**src/alu_pkg.sv**
```systemverilog
package alu_pkg;

  localparam int unsigned DataWidth = 32;
  localparam int unsigned KindWidth = 5;

  typedef enum logic [KindWidth-1:0] {
    K_MOV = 5'd0, K_ADD = 5'd1, K_SUB = 5'd2, K_CMP = 5'd3, K_MUL = 5'd4,
    K_DIV = 5'd5, K_AND = 5'd6, K_OR = 5'd7, K_XOR = 5'd8, K_NOT = 5'd9,
    K_SHL = 5'd10, K_SHR = 5'd11, K_SAR = 5'd12, K_LDL = 5'd13, K_LDH = 5'd14,
    K_JMP = 5'd15, K_JP = 5'd16, K_JN = 5'd17, K_JZ = 5'd18, K_JC = 5'd19,
    K_JV = 5'd20, K_JNP = 5'd21, K_JNN = 5'd22, K_JNZ = 5'd23
  } kind_t;

  typedef struct packed {
    logic [KindWidth-1:0] kind;
    logic [DataWidth-1:0] operand_a;
    logic [DataWidth-1:0] operand_b;
  } alu_in_t;

  typedef struct packed {
    logic [DataWidth-1:0] result_value;
    logic                 write_back;
    logic [DataWidth-1:0] remainder;
    logic                 remainder_valid;
    logic [3:0]           flags_out;
    logic                 divide_by_zero;
    logic                 take_branch;
  } alu_out_t;

  typedef enum logic [1:0] {
    ST_IDLE, ST_RUN, ST_DONE
  } state_t;

  typedef struct packed {
    logic start;
    logic busy;
  } ser_ctrl_t;

endpackage

```
**src/alu_serial_unit.sv**
```systemverilog
module alu_serial_unit (
  input  logic                      clk,
  input  logic                      rst,
  input  alu_pkg::ser_ctrl_t        ctrl,
  input  logic [alu_pkg::KindWidth-1:0] kind,
  input  logic [alu_pkg::DataWidth-1:0] operand_a,
  input  logic [alu_pkg::DataWidth-1:0] operand_b,
  output logic [alu_pkg::DataWidth-1:0] acc_hi,
  output logic [alu_pkg::DataWidth-1:0] acc_lo,
  output logic                      carry_bit
);
  import alu_pkg::*;

  logic [DataWidth-1:0] hi, hi_next, lo, lo_next, mb;
  logic                 cb, cb_next;
  logic [DataWidth:0]   sum, diff;

  assign sum  = {1'b0, hi} + {1'b0, (lo[0] ? mb : '0)};
  assign diff = {hi[DataWidth-2:0], lo[DataWidth-1], 1'b0} >> 1;

  always_comb begin
    hi_next = hi;
    lo_next = lo;
    cb_next = cb;
    if (ctrl.start) begin
      hi_next = '0;
      lo_next = operand_a;
      cb_next = 1'b0;
    end else if (ctrl.busy) begin
      case (kind)
        K_MUL: begin
          hi_next = sum[DataWidth:1];
          lo_next = {sum[0], lo[DataWidth-1:1]};
        end
        K_DIV: begin
          if ({hi[DataWidth-1], diff[DataWidth-1:0]} >= {1'b0, mb}) begin
            hi_next = diff[DataWidth-1:0] - mb;
            lo_next = {lo[DataWidth-2:0], 1'b1};
          end else begin
            hi_next = diff[DataWidth-1:0];
            lo_next = {lo[DataWidth-2:0], 1'b0};
          end
        end
        K_SHL: begin
          cb_next = lo[DataWidth-1];
          lo_next = {lo[DataWidth-2:0], 1'b0};
        end
        K_SHR, K_SAR: begin
          cb_next = lo[0];
          lo_next = {(kind == K_SAR) ? lo[DataWidth-1] : 1'b0, lo[DataWidth-1:1]};
        end
        default: ;
      endcase
    end
  end

  always_ff @(posedge clk) begin
    if (rst) begin
      hi <= '0;
      lo <= '0;
      cb <= 1'b0;
    end else begin
      if (ctrl.start) mb <= operand_b;
      hi <= hi_next;
      lo <= lo_next;
      cb <= cb_next;
    end
  end

  assign acc_hi    = hi;
  assign acc_lo    = lo;
  assign carry_bit = cb;

endmodule

```
**src/alu_with_condition_flags.sv**
```systemverilog
// Each word carries an operation code and two 32-bit operands and yields one result word with
// the value, write-back, remainder and updated N/Z/C/V flags. After acceptance, single-step
// operations leave the run state at once, shifts by 1 to 31 step once per bit of the count, and
// mul, div and shifts by 32 or more step once per data bit, since the shared shift/add/subtract
// unit handles one bit per cycle. The flag register updates as each result word is loaded into
// the output register; a new word is accepted the cycle after the previous result has been
// taken.
module alu_with_condition_flags (
  input  logic              clk,
  input  logic              rst,
  input  logic              in_valid,
  output logic              in_stall,
  input  alu_pkg::alu_in_t  in_data,
  output logic              out_valid,
  input  logic              out_stall,
  output alu_pkg::alu_out_t out_data
);
  import alu_pkg::*;

  state_t state, state_next;
  alu_in_t held;
  logic [3:0] flags, flags_next;
  logic [5:0] steps, steps_next;
  ser_ctrl_t ctrl;
  logic [DataWidth-1:0] acc_hi, acc_lo;
  logic carry_bit, take, serial_kind;
  alu_out_t res;
  logic [DataWidth:0] add_w, sub_w;

  assign take = in_valid && !in_stall;
  assign serial_kind = (in_data.kind == K_MUL) ||
                       (in_data.kind == K_DIV && in_data.operand_b != '0) ||
                       ((in_data.kind == K_SHL || in_data.kind == K_SHR ||
                         in_data.kind == K_SAR) && in_data.operand_b != '0);

  always_comb begin
    state_next = state;
    steps_next = steps;
    case (state)
      ST_IDLE: if (take) begin
        state_next = ST_RUN;
        if (!serial_kind) steps_next = '0;
        else if (in_data.kind == K_MUL || in_data.kind == K_DIV) steps_next = 6'd32;
        else if (in_data.operand_b >= 32'd32) steps_next = 6'd32;
        else steps_next = {1'b0, in_data.operand_b[4:0]};
      end
      ST_RUN: begin
        if (steps == '0) state_next = ST_DONE;
        else steps_next = steps - 6'd1;
      end
      ST_DONE: if (!out_stall) state_next = ST_IDLE;
      default: state_next = ST_IDLE;
    endcase
  end

  always_comb begin
    ctrl.start = take;
    ctrl.busy  = (state == ST_RUN) && (steps != '0);
    in_stall   = (state != ST_IDLE);
    out_valid  = (state == ST_DONE);
  end

  alu_serial_unit u_ser (
    .clk(clk), .rst(rst), .ctrl(ctrl),
    .kind(take ? in_data.kind : held.kind),
    .operand_a(in_data.operand_a), .operand_b(in_data.operand_b),
    .acc_hi(acc_hi), .acc_lo(acc_lo), .carry_bit(carry_bit)
  );

  assign add_w = {1'b0, held.operand_a} + {1'b0, held.operand_b};
  assign sub_w = {1'b0, held.operand_a} - {1'b0, held.operand_b};

  function automatic logic [3:0] nzf(logic [DataWidth-1:0] r, logic c, logic v);
    return {r[DataWidth-1], r == '0, c, v};
  endfunction

  always_comb begin
    logic [DataWidth-1:0] a, b;
    logic sa, sb, big;
    a = held.operand_a;
    b = held.operand_b;
    sa = a[DataWidth-1];
    sb = b[DataWidth-1];
    big = b > 32'd32;
    res = '0;
    flags_next = flags;
    case (held.kind)
      K_MOV: begin res.result_value = b; res.write_back = 1'b1;
        flags_next = nzf(b, 1'b0, 1'b0); end
      K_ADD: begin res.result_value = add_w[DataWidth-1:0]; res.write_back = 1'b1;
        flags_next = nzf(add_w[DataWidth-1:0], add_w[DataWidth],
                         sa == sb && sa != add_w[DataWidth-1]); end
      K_SUB, K_CMP: begin res.result_value = sub_w[DataWidth-1:0];
        res.write_back = (held.kind == K_SUB);
        flags_next = nzf(sub_w[DataWidth-1:0], sub_w[DataWidth],
                         sa != sb && sa != sub_w[DataWidth-1]); end
      K_MUL: begin res.result_value = acc_lo; res.write_back = 1'b1;
        flags_next = nzf(acc_lo, acc_hi != '0, acc_hi != '0); end
      K_DIV: begin
        if (b == '0) res.divide_by_zero = 1'b1;
        else begin
          res.result_value = acc_lo; res.remainder = acc_hi;
          res.write_back = 1'b1; res.remainder_valid = 1'b1;
          flags_next = nzf(acc_lo, 1'b0, 1'b0);
        end
      end
      K_AND: begin res.result_value = a & b; res.write_back = 1'b1;
        flags_next = nzf(a & b, 1'b0, 1'b0); end
      K_OR: begin res.result_value = a | b; res.write_back = 1'b1;
        flags_next = nzf(a | b, 1'b0, 1'b0); end
      K_XOR: begin res.result_value = a ^ b; res.write_back = 1'b1;
        flags_next = nzf(a ^ b, 1'b0, 1'b0); end
      K_NOT: begin res.result_value = ~a; res.write_back = 1'b1;
        flags_next = nzf(~a, 1'b0, 1'b0); end
      K_SHL, K_SHR, K_SAR: begin
        res.result_value = (b == '0) ? a : acc_lo;
        res.write_back = 1'b1;
        flags_next = nzf(res.result_value, (b != '0) && !big && carry_bit, 1'b0);
      end
      K_LDL: begin res.result_value = {a[31:16], b[15:0]}; res.write_back = 1'b1; end
      K_LDH: begin res.result_value = {b[15:0], a[15:0]}; res.write_back = 1'b1; end
      K_JMP: res.take_branch = 1'b1;
      K_JP:  res.take_branch = !flags[3] && !flags[2];
      K_JN:  res.take_branch = flags[3];
      K_JZ:  res.take_branch = flags[2];
      K_JC:  res.take_branch = flags[1];
      K_JV:  res.take_branch = flags[0];
      K_JNP: res.take_branch = flags[3] || flags[2];
      K_JNN: res.take_branch = !flags[3] || flags[2];
      K_JNZ: res.take_branch = !flags[2];
      default: ;
    endcase
    res.flags_out = flags_next;
  end

  always_ff @(posedge clk) begin
    if (rst) begin
      state <= ST_IDLE;
      flags <= '0;
      steps <= '0;
    end else begin
      state <= state_next;
      steps <= steps_next;
      if (state == ST_RUN && steps == '0) flags <= flags_next;
    end
    if (take) held <= in_data;
    if (state == ST_RUN && steps == '0) out_data <= res;
  end

  a_stall_busy: assert property (@(posedge clk) disable iff (rst)
    (state != ST_IDLE) |-> in_stall) else $error("accepted while busy");
  a_steps_bound: assert property (@(posedge clk) disable iff (rst)
    steps <= 6'd32) else $error("step count out of range");
  a_flags_hold: assert property (@(posedge clk) disable iff (rst)
    (state == ST_DONE) |=> $stable(flags)) else $error("flags moved while done");
  a_done_follow: assert property (@(posedge clk) disable iff (rst)
    (state == ST_RUN && steps == '0) |=> out_valid) else $error("result lost");

endmodule
```
**config.mk**
```make
export PLATFORM = sky130hd
export DESIGN_NAME = alu_with_condition_flags
export DESIGN_NICKNAME = d
export VERILOG_FILES = /design/src/alu_pkg.sv /design/src/alu_serial_unit.sv /design/src/alu_with_condition_flags.sv
export SDC_FILE = /design/constraint.sdc
export NUM_CORES = 1
export LEC_CHECK = 0
export BUFFER_PORTS_ARGS = -buffer_cell sky130_fd_sc_hd__buf_2
export CORE_ASPECT_RATIO = 0.9
export CORE_MARGIN = 5
export CORE_UTILIZATION = 51
export CTS_CLUSTER_DIAMETER = 100
export DETAILED_ROUTE_END_ITERATION = 6
export GPL_TIMING_DRIVEN = 0
export PLACE_DENSITY_LB_ADDON = 0.1
export REMOVE_ABC_BUFFERS = 1
export SYNTH_ARGS = -nofsm -noshare
export SYNTH_HDL_FRONTEND = slang
export SYNTH_SLANG_ARGS = --single-unit
```
**constraint.sdc**
```tcl
create_clock -name clk -period 14.3 [get_ports clk]
set_input_delay 2.86 -clock clk [delete_from_list [all_inputs] [get_ports clk]]
set_output_delay 2.86 -clock clk [all_outputs]
set_load 0.02 [all_outputs]
```
==> run metrics <==
status complete, no violations; # clock sinks 250; most instantiated cells after synthesis nor2_1, a21oi_1, nand2_1, edfxtp_1, ha_1; n_diodes 0; routed vias between 20000 and 25000; count leader, synth nor2_1; initial drt markers roughly 2900; Pleak 0.00966 uW; Worst Tran Pin Value 1.44 ns; Slew HR 3.07%; P per Cell Area 121 mW/mm2; sequential share of the synthesized area 32.7%; DP Area approximately 0.022 mm2; mean post-synth cell area 8.57 um2; ys async rst share 0%; # DRC 0; CTS Buffer Depth 3; Hold Vio Cnt, Final 0; design area 0.0229 mm2; HP Class reg -> reg; # placed instances 2974; Max stage delay on crit path 1.00 ns; Final min period 6.87 ns; GP Congestion between 0.9 and 1; synthesized instance count 2402; WL/cell 26.7 um; GRT Overall Usage 34.4%; Chip Height 201 um; top cells by area, synth edfxtp_1, ha_1, dfxtp_1; Post-CTS Setup Repair Bufs 0; TritonCTS clock tree done; HPWL after DPL 62000 um; Worst VDD drop 0.177 mV; Worst setup startpoint in_valid; Port Buffers 146; initial cell density of the core 51.8%; vias in the first global route 19200; CTS resizes 0; final period utilization approximately 48%; clock root buffer clkbuf_16; top cell type by total area after synthesis edfxtp_1; clk_skew 0.0291 ns; Clock Pin Slew Worst Setup and Hold Paths 0.07 ns; Critical R2R Launch held[4]; clk_lat worst skew between 0.6 and 0.7 ns; Synth top area share 25.2%; Data arrival, critical path ~7.3 ns; Setup violations, final 0; Pins Over Slew Limit 0; Setup CP Type in -> reg; Placement Rows 69; CTS HTree Levels 1; WP data required 14.74 ns; register bit total from synthesis 250; RSZ-0062 raised after global routing false; num ports between 100 and 150; Max Used Layer met5; Area Overhead vs Synth 11.4%; Max Cap Viol 0; fmax 146 MHz; Core Region 0.0397 mm2; Vias/cell 6.80; die width 222 um; Yosys warnings 0; cell type group with the largest total delay on the critical path simple AND/OR/NAND/NOR gates; TritonRoute pass-1 iters 6; DR WL met3 10800 um; CP Capture Type register; largest net degree at the start of global routing 75; Cell variety after synth 84; Met1 Wirelength 35300 um; critical-path cell list buf_2 -> nand2_2 -> inv_4 -> buf_16 -> mux2i_1 -> nand3_1 -> nor2_2 -> or3_1 -> nor2_1 -> a2111oi_0; Pwr Total 2780 uW; total grt overflow 0; CP Max Fanout 74; die footprint around 0.044 mm2; synthesized area 0.0206 mm2; global-route wire length before repair 120000 um; crit start category input port; met2 wire len roughly 32000 um; layout cell share with drive strength beyond 1 11.2%; Routed Antenna Nets 0; cts bufs inserted 29; antenna violations before repair 2; DRT Wirelength 80800 um; CP Buf/Inv Count 3; cts hold-fix bufs 0; hold path start u_ser.carry_bit; NumNets Final 2719; non-filler instance count after layout 3028; Synth Flop Type edfxtp_1; EDFF count, synth 173; slowest cell on the critical path or3_1
[flip-flops by register name, indices dropped and copies added (netlist names)]
| name | count |
|---|---|
| state | 2 |
| held | 69 |
| flags | 4 |
| u_ser.acc_lo | 32 |
| u_ser.acc_hi | 32 |
| out_data | 72 |
| u_ser.mb | 32 |
| u_ser.carry_bit | 1 |
| steps | 6 |
[cell type report]
class	count	area, um2
Sequential cell	250	6740
Timing Repair Buffer	170	1080
Fill cell	3629	16800
Clock inverter	22	273
Clock buffer	32	757
Tap cell	532	666
Multi-Input combinational cell	1870	12800
Inverter	152	573
[stage by stage]
step,worst slack (ns),utilization (%),hold slack [ns],TNS (ns)
2_1_floorplan,4.77,-,0.478,0
3_3_place_gp,-0.504,54.0,0.508,-10.02
3_5_place_dp,7.06,55.1,0.508,0
4_1_cts,7.48,57.7,0.520,0
5_1_grt,7.09,57.7,0.532,0
6_report,7.43,57.7,0.522,0
[cells in the final DEF (no fill, tap or decap), drive strengths merged, types with 65 or more instances in the layout]
cell	n
nor2	215
buf	170
inv	156
a21oi	183
nor4	65
xnor2	71
edfxtp	173
o21ai	114
ha	169
nand2	174
dfxtp	77
[power by group]
part           total, uW  internal [uW]  switching, uW
registers            991            876            115
clock network        810            463            347
logic                981            331            650
[metal layers]
| layer | vias to the layer above | GRT usage, % |
|---|---|---|
| li1 | 9243 | - |
| met1 | 9990 | 51.9 |
| met2 | 1210 | 48.6 |
| met3 | 131 | 10.0 |
| met4 | 4 | 8.21 |
| met5 | - | 0 |
[worst register-to-register path, cell delays in order, from the launching register on]
cell	delay (ns)
edfxtp_1	0.55
inv_1	0.15
ha_1	0.62
inv_1	0.23
o211a_1	0.24
o41a_1	0.56
a211o_1	0.45
xnor2_1	0.26
nor4_1	0.91
nand4_1	0.24
nor4_2	0.50
a41oi_1	0.34
a21oi_1	0.24
[final timing paths]
path                           end  slack (ns)  cells after the start
hold reg to reg    u_ser.carry_bit        0.52                      2
setup / recovery  u_ser.acc_lo[15]        7.43                     10
setup reg to reg          flags[2]        8.91                     12
hold / removal     u_ser.carry_bit        0.52                      2
[kinds of logic (layout without fill, tap and decap cells)]
group           Yosys count  count (layout)  share of synthesized area [%]
compound gates          750             750                           25.2
flops                   250             250                           32.7
xor+xnor                100             100                           4.26
buf+inv                 282             376                           5.24
fa+ha+maj               173             173                           10.7
mux                      54              54                           2.68
simple gates            793             793                           19.2
(Power assumes the default switching activity.)
